File: src/design/sqch_pkg.sv
`timescale 1ns / 1ps

package sqch_pkg;

	// event codes carried in op
	localparam logic [2:0] OP_WRITE    = 3'd0;
	localparam logic [2:0] OP_READ     = 3'd1;
	localparam logic [2:0] OP_TIMER    = 3'd2;
	localparam logic [2:0] OP_LENGTH   = 3'd3;
	localparam logic [2:0] OP_ENVELOPE = 3'd4;
	localparam logic [2:0] OP_SWEEP    = 3'd5;

	// register offsets
	localparam logic [2:0] REG_SWEEP   = 3'd0;
	localparam logic [2:0] REG_DUTY    = 3'd1;
	localparam logic [2:0] REG_ENV     = 3'd2;
	localparam logic [2:0] REG_FREQ_LO = 3'd3;
	localparam logic [2:0] REG_FREQ_HI = 3'd4;

	localparam logic [11:0] PERIOD_BASE  = 12'd2048;
	localparam logic [6:0]  LENGTH_FULL  = 7'd64;
	localparam logic [3:0]  SWEEP_RELOAD = 4'd8;
	localparam logic [7:0]  RD_DUTY_MASK = 8'h3F;
	localparam logic [7:0]  RD_HI_MASK   = 8'hBF;
	localparam logic [7:0]  RD_SWEEP_MSB = 8'h80;
	localparam logic [7:0]  RD_NONE      = 8'hFF;

	// result of one sweep frequency calculation
	typedef struct packed {
		logic [10:0] freq;
		logic        overflow;
	} sweep_res_t;

	// standard 12.5/25/50/75 percent duty patterns, msb first
	function automatic logic duty_bit(input logic [1:0] sel, input logic [2:0] pos);
		logic [7:0] wave;
		case (sel)
			2'd0:    wave = 8'h80;
			2'd1:    wave = 8'h81;
			2'd2:    wave = 8'hE1;
			default: wave = 8'h7E;
		endcase
		return wave[3'd7 - pos];
	endfunction

endpackage

File: src/design/square_channel_with_sweep.sv
`timescale 1ns / 1ps

// square-wave sound channel with frequency sweep, volume envelope and length counter
// input channel: in_valid/in_ready carry one item = op, reg_offset, write_data;
//   op selects register write, register read, period-timer clock, length step,
//   envelope step or sweep step
// output channel: out_valid/out_ready carry exactly one item per input item:
//   read_data (register value on a read, else 0), sample_out and channel_on,
//   all taken from the channel state after that item
// order: an accepted item sits in the input stage, and its result is registered in the
//   result register once that register is free or emptying; out_valid comes from there
// throughput: one item per cycle while out_ready stays high; the whole update
//   (including two chained sweep calculations) is one combinational pass between
//   the input stage and the result register
// stall: when out_ready is low the result register holds, the input stage
//   holds its item, and in_ready drops only once both are full
// reset: arst_n clears every channel register to zero (channel off, volume 0)
//   and empties both stages; the first item can be taken right after release
module square_channel_with_sweep (
	input  logic       clk,
	input  logic       arst_n,
	input  logic       in_valid,
	output logic       in_ready,
	input  logic [2:0] op,
	input  logic [2:0] reg_offset,
	input  logic [7:0] write_data,
	output logic       out_valid,
	input  logic       out_ready,
	output logic [7:0] read_data,
	output logic [3:0] sample_out,
	output logic       channel_on
);

	// input stage
	logic       valid_s1;
	logic [2:0] op_s1;
	logic [2:0] off_s1;
	logic [7:0] data_s1;
	logic       advance;

	// channel state
	logic [13:0] period_count_q;
	logic [10:0] freq_q;
	logic [10:0] shadow_q;
	logic [3:0]  sweep_count_q;
	logic [2:0]  env_count_q;
	logic [6:0]  length_q;
	logic [2:0]  duty_pos_q;
	logic [3:0]  volume_q;
	logic        sweep_active_q;
	logic        enabled_q;
	logic [4:0]  dac_q;
	logic [2:0]  sweep_period_q;
	logic        sweep_negate_q;
	logic [2:0]  sweep_shift_q;
	logic [1:0]  duty_sel_q;
	logic [3:0]  init_volume_q;
	logic        env_inc_q;
	logic [2:0]  env_period_q;
	logic        length_en_q;

	// next state
	logic [13:0] period_count_d;
	logic [10:0] freq_d;
	logic [10:0] shadow_d;
	logic [3:0]  sweep_count_d;
	logic [2:0]  env_count_d;
	logic [6:0]  length_d;
	logic [2:0]  duty_pos_d;
	logic [3:0]  volume_d;
	logic        sweep_active_d;
	logic        enabled_d;
	logic [4:0]  dac_d;
	logic [2:0]  sweep_period_d;
	logic        sweep_negate_d;
	logic [2:0]  sweep_shift_d;
	logic [1:0]  duty_sel_d;
	logic [3:0]  init_volume_d;
	logic        env_inc_d;
	logic [2:0]  env_period_d;
	logic        length_en_d;
	logic [7:0]  rd_d;
	logic [3:0]  sample_d;

	// helpers
	logic [10:0] trig_freq;
	logic [10:0] calc_a_shadow;
	logic [11:0] reload_base;
	logic [13:0] reload_count;
	logic [2:0]  env_dec;
	logic [3:0]  sweep_dec;
	logic [3:0]  sweep_reload;

	sqch_pkg::sweep_res_t calc_a;
	sqch_pkg::sweep_res_t calc_b;

	// handshake: the input stage moves on whenever the result register is free or emptying
	assign advance  = valid_s1 && (!out_valid || out_ready);
	assign in_ready = !valid_s1 || advance;

	always_ff @(posedge clk or negedge arst_n) begin
		if (!arst_n) begin
			valid_s1 <= 1'b0;
		end else if (in_ready) begin
			valid_s1 <= in_valid;
		end
	end

	always_ff @(posedge clk) begin
		if (in_ready && in_valid) begin
			op_s1   <= op;
			off_s1  <= reg_offset;
			data_s1 <= write_data;
		end
	end

	// frequency as it stands after a write to the high byte, used for the trigger
	assign trig_freq     = {data_s1[2:0], freq_q[7:0]};
	// first calculation: trigger check or sweep step; second one rechecks the new shadow
	assign calc_a_shadow = (op_s1 == sqch_pkg::OP_SWEEP) ? shadow_q : trig_freq;

	sqch_sweep_calc u_calc_a (
		.shadow (calc_a_shadow),
		.negate (sweep_negate_q),
		.shift  (sweep_shift_q),
		.res    (calc_a)
	);

	sqch_sweep_calc u_calc_b (
		.shadow (calc_a.freq),
		.negate (sweep_negate_q),
		.shift  (sweep_shift_q),
		.res    (calc_b)
	);

	assign reload_base  = sqch_pkg::PERIOD_BASE - {1'b0, freq_q};
	assign reload_count = {reload_base, 2'b00};
	assign env_dec      = (env_count_q != 3'd0) ? (env_count_q - 3'd1) : 3'd0;
	assign sweep_dec    = (sweep_count_q != 4'd0) ? (sweep_count_q - 4'd1) : 4'd0;
	assign sweep_reload = (sweep_period_q != 3'd0) ? {1'b0, sweep_period_q}
		: sqch_pkg::SWEEP_RELOAD;

	always_comb begin
		period_count_d = period_count_q;
		freq_d         = freq_q;
		shadow_d       = shadow_q;
		sweep_count_d  = sweep_count_q;
		env_count_d    = env_count_q;
		length_d       = length_q;
		duty_pos_d     = duty_pos_q;
		volume_d       = volume_q;
		sweep_active_d = sweep_active_q;
		enabled_d      = enabled_q;
		dac_d          = dac_q;
		sweep_period_d = sweep_period_q;
		sweep_negate_d = sweep_negate_q;
		sweep_shift_d  = sweep_shift_q;
		duty_sel_d     = duty_sel_q;
		init_volume_d  = init_volume_q;
		env_inc_d      = env_inc_q;
		env_period_d   = env_period_q;
		length_en_d    = length_en_q;
		rd_d           = 8'h00;

		case (op_s1)
			sqch_pkg::OP_WRITE: begin
				case (off_s1)
					sqch_pkg::REG_SWEEP: begin
						sweep_period_d = data_s1[6:4];
						sweep_negate_d = data_s1[3];
						sweep_shift_d  = data_s1[2:0];
					end
					sqch_pkg::REG_DUTY: begin
						duty_sel_d = data_s1[7:6];
						length_d   = sqch_pkg::LENGTH_FULL - {1'b0, data_s1[5:0]};
					end
					sqch_pkg::REG_ENV: begin
						init_volume_d = data_s1[7:4];
						env_inc_d     = data_s1[3];
						env_period_d  = data_s1[2:0];
						dac_d         = data_s1[7:3];
						// dac off turns the channel off at once
						if (data_s1[7:3] == 5'd0) begin
							enabled_d = 1'b0;
						end
					end
					sqch_pkg::REG_FREQ_LO: begin
						freq_d = {freq_q[10:8], data_s1};
					end
					sqch_pkg::REG_FREQ_HI: begin
						freq_d      = trig_freq;
						length_en_d = data_s1[6];
						// trigger only takes effect while the dac is on
						if (data_s1[7] && dac_q != 5'd0) begin
							if (length_q == 7'd0) begin
								length_d = sqch_pkg::LENGTH_FULL;
							end
							enabled_d      = 1'b1;
							env_count_d    = env_period_q;
							volume_d       = init_volume_q;
							shadow_d       = trig_freq;
							sweep_count_d  = sweep_reload;
							sweep_active_d = (sweep_period_q != 3'd0) || (sweep_shift_q != 3'd0);
							if (sweep_shift_q != 3'd0 && calc_a.overflow) begin
								enabled_d = 1'b0;
							end
						end
					end
					default: begin
					end
				endcase
			end
			sqch_pkg::OP_READ: begin
				case (off_s1)
					sqch_pkg::REG_SWEEP:
						rd_d = sqch_pkg::RD_SWEEP_MSB
							| {1'b0, sweep_period_q, sweep_negate_q, sweep_shift_q};
					sqch_pkg::REG_DUTY:
						rd_d = {duty_sel_q, 6'd0} | sqch_pkg::RD_DUTY_MASK;
					sqch_pkg::REG_ENV:
						rd_d = {init_volume_q, env_inc_q, env_period_q};
					sqch_pkg::REG_FREQ_HI:
						rd_d = {1'b0, length_en_q, 6'd0} | sqch_pkg::RD_HI_MASK;
					default:
						rd_d = sqch_pkg::RD_NONE;
				endcase
			end
			sqch_pkg::OP_TIMER: begin
				// reload from the frequency and advance the duty step on reaching zero
				if (period_count_q == 14'd0) begin
					period_count_d = reload_count - 14'd1;
					duty_pos_d     = duty_pos_q + 3'd1;
				end else begin
					period_count_d = period_count_q - 14'd1;
				end
			end
			sqch_pkg::OP_LENGTH: begin
				if (length_en_q && length_q != 7'd0) begin
					length_d = length_q - 7'd1;
					if (length_q == 7'd1) begin
						enabled_d = 1'b0;
					end
				end
			end
			sqch_pkg::OP_ENVELOPE: begin
				// period zero halts the envelope
				if (env_period_q != 3'd0) begin
					env_count_d = env_dec;
					if (env_dec == 3'd0) begin
						env_count_d = env_period_q;
						if (env_inc_q && volume_q != 4'hF) begin
							volume_d = volume_q + 4'd1;
						end else if (!env_inc_q && volume_q != 4'd0) begin
							volume_d = volume_q - 4'd1;
						end
					end
				end
			end
			sqch_pkg::OP_SWEEP: begin
				sweep_count_d = sweep_dec;
				if (sweep_dec == 4'd0) begin
					sweep_count_d = sweep_reload;
					if (sweep_active_q && sweep_period_q != 3'd0) begin
						if (calc_a.overflow) begin
							enabled_d = 1'b0;
						end else if (sweep_shift_q != 3'd0) begin
							freq_d   = calc_a.freq;
							shadow_d = calc_a.freq;
							// the new frequency is checked once more
							if (calc_b.overflow) begin
								enabled_d = 1'b0;
							end
						end
					end
				end
			end
			default: begin
			end
		endcase

		// sample from the state after this item
		if (dac_d != 5'd0 && enabled_d && sqch_pkg::duty_bit(duty_sel_d, duty_pos_d)) begin
			sample_d = volume_d;
		end else begin
			sample_d = 4'd0;
		end
	end

	// channel state, updated once per item
	always_ff @(posedge clk or negedge arst_n) begin
		if (!arst_n) begin
			period_count_q <= '0;
			freq_q         <= '0;
			shadow_q       <= '0;
			sweep_count_q  <= '0;
			env_count_q    <= '0;
			length_q       <= '0;
			duty_pos_q     <= '0;
			volume_q       <= '0;
			sweep_active_q <= 1'b0;
			enabled_q      <= 1'b0;
			dac_q          <= '0;
			sweep_period_q <= '0;
			sweep_negate_q <= 1'b0;
			sweep_shift_q  <= '0;
			duty_sel_q     <= '0;
			init_volume_q  <= '0;
			env_inc_q      <= 1'b0;
			env_period_q   <= '0;
			length_en_q    <= 1'b0;
		end else if (advance) begin
			period_count_q <= period_count_d;
			freq_q         <= freq_d;
			shadow_q       <= shadow_d;
			sweep_count_q  <= sweep_count_d;
			env_count_q    <= env_count_d;
			length_q       <= length_d;
			duty_pos_q     <= duty_pos_d;
			volume_q       <= volume_d;
			sweep_active_q <= sweep_active_d;
			enabled_q      <= enabled_d;
			dac_q          <= dac_d;
			sweep_period_q <= sweep_period_d;
			sweep_negate_q <= sweep_negate_d;
			sweep_shift_q  <= sweep_shift_d;
			duty_sel_q     <= duty_sel_d;
			init_volume_q  <= init_volume_d;
			env_inc_q      <= env_inc_d;
			env_period_q   <= env_period_d;
			length_en_q    <= length_en_d;
		end
	end

	// result register
	always_ff @(posedge clk or negedge arst_n) begin
		if (!arst_n) begin
			out_valid <= 1'b0;
		end else if (advance) begin
			out_valid <= 1'b1;
		end else if (out_ready) begin
			out_valid <= 1'b0;
		end
	end

	always_ff @(posedge clk) begin
		if (advance) begin
			read_data  <= rd_d;
			sample_out <= sample_d;
			channel_on <= enabled_d;
		end
	end

	// the channel is never on with the dac off
	a_on_needs_dac: assert property (@(posedge clk) disable iff (!arst_n)
		enabled_q |-> (dac_q != 5'd0))
		else $error("channel enabled with dac off");

	// a nonzero sample only comes from an enabled channel
	a_sample_needs_on: assert property (@(posedge clk) disable iff (!arst_n)
		(out_valid && sample_out != 4'd0) |-> channel_on)
		else $error("sample present while channel off");

	// length and sweep counters stay within their load values
	a_counter_range: assert property (@(posedge clk) disable iff (!arst_n)
		(length_q <= sqch_pkg::LENGTH_FULL) && (sweep_count_q <= sqch_pkg::SWEEP_RELOAD))
		else $error("length or sweep counter out of range");

	// a stalled result register keeps the input stage from advancing
	a_stall_holds: assert property (@(posedge clk) disable iff (!arst_n)
		(out_valid && !out_ready) |-> !advance)
		else $error("input stage advanced into a full result register");

endmodule

File: src/design/sqch_sweep_calc.sv
`timescale 1ns / 1ps

module sqch_sweep_calc (
	input  logic [10:0]         shadow,
	input  logic                negate,
	input  logic [2:0]          shift,
	output sqch_pkg::sweep_res_t res
);

	logic [11:0] delta;
	logic [11:0] nf;

	// shadow minus its own shifted copy never goes negative
	assign delta = {1'b0, shadow >> shift};
	assign nf    = negate ? ({1'b0, shadow} - delta) : ({1'b0, shadow} + delta);

	assign res.freq     = nf[10:0];
	assign res.overflow = nf[11];

endmodule

File: config.mk
export PLATFORM = sky130hd
export DESIGN_NAME = square_channel_with_sweep
export DESIGN_NICKNAME = d
export VERILOG_FILES = /design/src/design/sqch_pkg.sv /design/src/design/square_channel_with_sweep.sv /design/src/design/sqch_sweep_calc.sv
export SDC_FILE = /design/constraint.sdc
export NUM_CORES = 1
export LEC_CHECK = 0
export ABC_AREA = 1
export BUFFER_PORTS_ARGS = -buffer_cell sky130_fd_sc_hd__buf_2
export CORE_ASPECT_RATIO = 0.8
export CORE_UTILIZATION = 60
export CTS_BUF_LIST = sky130_fd_sc_hd__clkbuf_16
export DETAILED_ROUTE_END_ITERATION = 16
export GPL_TIMING_DRIVEN = 0
export PLACE_DENSITY = 0.8
export SYNTH_ARGS = -nofsm -noshare
export SYNTH_HDL_FRONTEND = slang
export SYNTH_HIERARCHICAL = 1
export SYNTH_SLANG_ARGS = --single-unit
File: constraint.sdc
create_clock -name clk -period 17.7 [get_ports clk]
set_input_delay 1.77 -clock clk [delete_from_list [all_inputs] [get_ports clk]]
set_output_delay 1.77 -clock clk [all_outputs]
set_load 0.01 [all_outputs]
==> flow_summary.json, run 1 <==
{
  "status": "finished clean",
  "cts_buffer_depth": 2,
  "place_congestion": 0.9396,
  "insertion_delay_ns": 0.36,
  "hold_depth": 2,
  "post_cts_buffers": 0,
  "drc": 0,
  "finalHoldViolations": 0,
  "cts-resized-gates": 0,
  "dpl.hpwl_um": 16620,
  "use_met1": 0.4271,
  "drt-pass1-iter-count": 6,
  "fin_nets": 1350,
  "die_w_um": 137.1,
  "cts_buffers": 9,
  "cp-start-kind": "register",
  "required_ns": 17.81,
  "die_h_um": 110.1,
  "cts_tree": "done",
  "min_period_ns": 8.484,
  "worst-r2r-cell-count": 51,
  "cap_viol_max_count": 0,
  "grt_busiest_layer": "met2",
  "slowest_stage": "xor2_1",
  "start_util": 0.6148,
  "critPathMaxStageDelay_ns": 0.56,
  "port_buffers": 32,
  "max_slew_margin": 0.3137,
  "slew_violations": 0,
  "use_met3": 0.05487,
  "antenna_found_initial": 0,
  "fillers": 1289,
  "syn_inst": 1251,
  "cts_root_buffer": "clkbuf_16",
  "critPathArrivalTime_ns": 8.59,
  "area_delta_synth_final_pct": 8.256,
  "diodes": 0,
  "final_antenna_net_count": 0,
  "clock-sinks": 111,
  "seq_area_um2": 2913,
  "period_share": 0.4793,
  "fin_skew_ns": 0.01059,
  "coreArea_um2": 14250,
  "yosys_warnings": 6,
  "grt_pass1_wl_um": 35100,
  "viasPerCell": 5.578,
  "multi_input_area_um2": 5014,
  "avgSynthCellArea_um2": 7.002,
  "grt.met2_usage": 0.4571,
  "drive_above_1_share": 0.1215,
  "avgRoutedWirePerCell_um": 14.37,
  "cp_max_fo": 10,
  "rsz0062_at_grt": "no",
  "netlist_area_um2": 8760,
  "syn-num-nets": 1306,
  "grt-ovfl-total": 0,
  "drtIter0Drc": 685,
  "path_class": "register to register",
  "min-delay-path-class": "register to register",
  "die_area_um2": 15090,
  "hold_ws_ns": 0.5005,
  "grt_usage": 0.2971,
  "htree_levels": 3,
  "ioPinCount": 33,
  "finalSetupTns_ns": 0,
  "grt_max_degree": 53,
  "totalWireLength_um": 21330,
  "finalSetupViolCount": 0,
  "grt_pass1_vias": 7333,
  "ctsHoldBuffers": 0,
  "endpoint_kind": "register",
  "tightest_slew_ns": 1.029,
  "vias": 8278,
  "path_clk_slew_ns": 0.08,
  "cp_common_cell": "nand2_1",
  "max_freq_ghz": 0.1179,
  "core.rowCount": 39
}
-- routing by layer --
layer,vias up,share of wire
met2,293,0.43
met3,49,0.065
li1,4142,-
met1,3794,0.48
met5,-,0
met4,0,0.021
-- critical path, delay by kind of cell (launching register included) --
kind / cells / cell delay (ns)
adders and majority gates: 4 / 1.13
and+or+nand+nor: 30 / 3.09
DFF: 1 / 0.45
AOI/OAI and AO/OA: 7 / 1.52
buffers and inverters: 8 / 1.34
xor gates and xnor gates: 2 / 0.65
-- per-stage QoR --
step / cell area [um2] / util / std cells / setup slack [ns]
CTS: 9483 / 0.6655 / 1484 / 9.360
finish: 9483 / 0.6655 / 1484 / 9.216
floorplan: 8760 / - / 1251 / 11.29
global placement: 9150 / 0.6422 / 1467 / 9.608
detailed placement: 9180 / 0.6443 / 1468 / 9.390
global route: 9483 / 0.6655 / 1484 / 8.446
-- placed cells by master, fill, tap and decap left out, types with 9 or more instances in the layout --
cell type    n
nand2_1    382
nand2_2     30
nand3_2     11
buf_2       36
clkbuf_1    12
xor2_1      26
mux2_4      10
ha_1        36
buf_4        9
nor3_1      21
a31oi_1      9
nand3_1     87
xnor2_1     11
dfrtp_1     84
nor2_1     104
o21ai_1     10
clkbuf_16    9
a21oi_1     44
nor2_2      10
edfxtp_1    27
o21ai_0     83
inv_1      148
-- registers in the layout, indices dropped and copies added, names as in the netlist, 2 cells and up --
name and flops:
dac_q 5, data_s1 8, duty_pos_q 3, duty_sel_q 2, env_count_q 3, env_period_q 3, freq_q 11, init_volume_q 4
length_q 7, off_s1 3, op_s1 3, period_count_q 14, read_data 8, sample_out 4, shadow_q 11, sweep_count_q 4
sweep_period_q 3, sweep_shift_q 3, volume_q 4
-- layout make-up --
cell class / instances / share of cell area
Inverter: 160 / 0.06386
Clock inverter: 7 / 0.008181
Tap cell: 184 / 0.02428
Clock buffer: 9 / 0.02375
Timing Repair Buffer: 33 / 0.02006
Buffer: 35 / 0.02401
Sequential cell: 111 / 0.3072
Multi-Input combinational cell: 945 / 0.5287
-- path summary, 6_finish.rpt --
path                                      start                            end  slack (ns)
setup / recovery             op_s1[1]$_DFFE_PP_    sample_out[3]$_SDFFCE_PN0P_        9.22
hold / removal             dac_q[4]$_DFFE_PN0P_           dac_q[4]$_DFFE_PN0P_        0.50
setup reg to reg             op_s1[1]$_DFFE_PP_    sample_out[3]$_SDFFCE_PN0P_        9.22
hold reg to reg            dac_q[4]$_DFFE_PN0P_           dac_q[4]$_DFFE_PN0P_        0.50
max in group asynchronous                arst_n        volume_q[1]$_DFFE_PN0P_       15.72
min in group asynchronous                arst_n  period_count_q[2]$_DFFE_PN0P_        1.36
Power of run 1 is not shown: default switching activity piles up to over one toggle a cycle in this logic, so the estimate is an artifact.
==> inputs of run 2 (changes only) <==
clock period = 8 ns   (was 17.7 ns; I/O delays follow)
==> run 2 against run 1 <==
  * Non-clock buffer count rose by 11
  * Global-route usage is 0.074 points higher
  * Fmax grew 14%
  * Setup slack worse by 8.7 ns
  * First-iteration DRC count is 9.2% higher
  * Largest cell class unchanged
  * Highest routed layer unchanged
  * Final area increased by 2.2%
  * Register-to-register slack got worse by 8.7 ns
  * Cell count is 0.74% higher
  * Flip-flop and latch count is the same
==> flow_summary.json, run 2 (synthesized netlist as in run 1, its figures left out) <==
{
  "final_antenna_net_count": 0,
  "layout_common_cells": "nand2_1 (379), inv_1 (147), nor2_1 (104)",
  "slew_violations": 0,
  "htree_levels": 3,
  "area_delta_synth_final_pct": 10.64,
  "finalSetupTns_ns": 0,
  "cts_buffer_depth": 2,
  "grt_max_degree": 53,
  "period_share": 0.9334,
  "cts_buffers": 9,
  "cp-start-kind": "register",
  "antenna_found_initial": 0,
  "coreArea_um2": 14250,
  "drt-pass1-iter-count": 6,
  "drt-met1-wl_um": 10320,
  "status": "finished clean",
  "largest_reg_flops": 14,
  "cap_viol_max_count": 0,
  "cp_common_cell": "nand2_1",
  "cts_tree": "done",
  "die_area_um2": 15090,
  "port_buffers": 32,
  "grt_pass1_wl_um": 35160,
  "required_ns": 8.11,
  "wl_met3_um": 1525,
  "slowest_stage": "edfxtp_1",
  "start_util": 0.6148,
  "max_freq_ghz": 0.1339,
  "finalSetupViolCount": 0,
  "diodes": 0,
  "wl_met2_um": 9638,
  "ioPinCount": 33,
  "die_w_um": 137.1,
  "fin_skew_ns": 0.01135,
  "grt_usage": 0.2978,
  "avgRoutedWirePerCell_um": 14.66,
  "vias": 8360,
  "path_clk_slew_ns": 0.08,
  "layout_commonest_cell": "nand2_1",
  "regMostFlops": "period_count_q",
  "clock-sinks": 111,
  "drc": 0,
  "cp_max_fo": 10,
  "tightest_slew_ns": 1.031,
  "ctsHoldBuffers": 0,
  "top_layer_used": "met4",
  "place_congestion": 0.9396,
  "viasPerCell": 5.592,
  "path_class": "register to register",
  "insertion_delay_ns": 0.36,
  "grt-ovfl-total": 0,
  "grt_pass1_vias": 7349,
  "endpoint_kind": "register",
  "largestRegisters": "period_count_q: 14 flops, freq_q: 11 flops, shadow_q: 11 flops",
  "max_slew_margin": 0.3129,
  "die_h_um": 110.1,
  "core.rowCount": 39,
  "critPathMaxStageDelay_ns": 0.46,
  "critPathArrivalTime_ns": 7.58,
  "cts_root_buffer": "clkbuf_16",
  "drtIter0Drc": 748,
  "min_period_ns": 7.467,
  "totalWireLength_um": 21920,
  "finalHoldViolations": 0,
  "dpl.hpwl_um": 16620,
  "fin_nets": 1361,
  "min-delay-path-class": "primary input to async pin",
  "drive_above_1_share": 0.1434
}
run 2: cell count changes in the layout (fill, tap and decap cells not counted), moves of 3 or more:
cell      delta
buf_4       +11
nand2_1      -3
nand2_2      +3
clkbuf_1     -4
xor2_1       -3
clkbuf_4     +3
run 2: layout make-up:
class | instances | area (um2)
multi-input cells | 945 | 5125
flip-flops and latches | 111 | 2913
fillers | 1255 | 4557
clock inverters | 7 | 77.57
inverters | 160 | 608.1
clock buffers | 9 | 225.2
well taps | 184 | 230.2
repair buffers | 44 | 272.8
plain buffers | 35 | 240.2
run 2: per-stage QoR:
stage | util | std cells | hold WS (ns) | setup slack, ns | instance area [um2]
2_1_floorplan | - | 1251 | 0.4455 | 1.591 | 8760
3_3_place_gp | 0.6422 | 1467 | 0.4633 | -0.09209 | 9150
3_5_place_dp | 0.6443 | 1468 | 0.4807 | -0.3099 | 9180
4_1_cts | 0.6679 | 1484 | 0.4018 | 0.08951 | 9517
5_1_grt | 0.6802 | 1495 | 0.4231 | -0.09423 | 9692
6_report | 0.6802 | 1495 | 0.3888 | 0.5328 | 9692
run 2: critical path, delay by kind of cell, from the launching register on:
kind                       cells  cell delay (ns)
DFF                            1             0.46
AOI/OAI and AO/OA              8             1.32
xor gates and xnor gates       2             0.42
adders and majority gates      4             1.07
and+or+nand+nor               33             3.08
buffers and inverters          7             0.83
run 2: path summary, 6_finish.rpt:
path	startpoint	to	slack [ns]	cells past startpoint
max	op_s1[1]$_DFFE_PP_	sample_out[3]$_SDFFCE_PN0P_	0.53	54
min	arst_n	period_count_q[2]$_DFFE_PN0P_	0.39	1
max reg2reg	op_s1[1]$_DFFE_PP_	sample_out[3]$_SDFFCE_PN0P_	0.53	54
min reg2reg	dac_q[4]$_DFFE_PN0P_	dac_q[4]$_DFFE_PN0P_	0.50	2
max in group asynchronous	arst_n	volume_q[1]$_DFFE_PN0P_	6.99	2
min in group clk	dac_q[4]$_DFFE_PN0P_	dac_q[4]$_DFFE_PN0P_	0.50	2
run 2: layer usage:
layer | global-route usage | up-vias
li1 | - | 4163
met1 | 0.4275 | 3839
met2 | 0.4574 | 309
met3 | 0.05578 | 49
met4 | 0.08791 | 0
met5 | 0 | -
run 2: timing repair:
| item | CTS | global route |
|---|---|---|
| resized for setup | 7 | 26 |
| endpoints found under the setup margin | 4 | 6 |
| pin swaps | 0 | 4 |
| buffers inserted | 0 | 11 |
Power of run 2 is left out for the same reason.
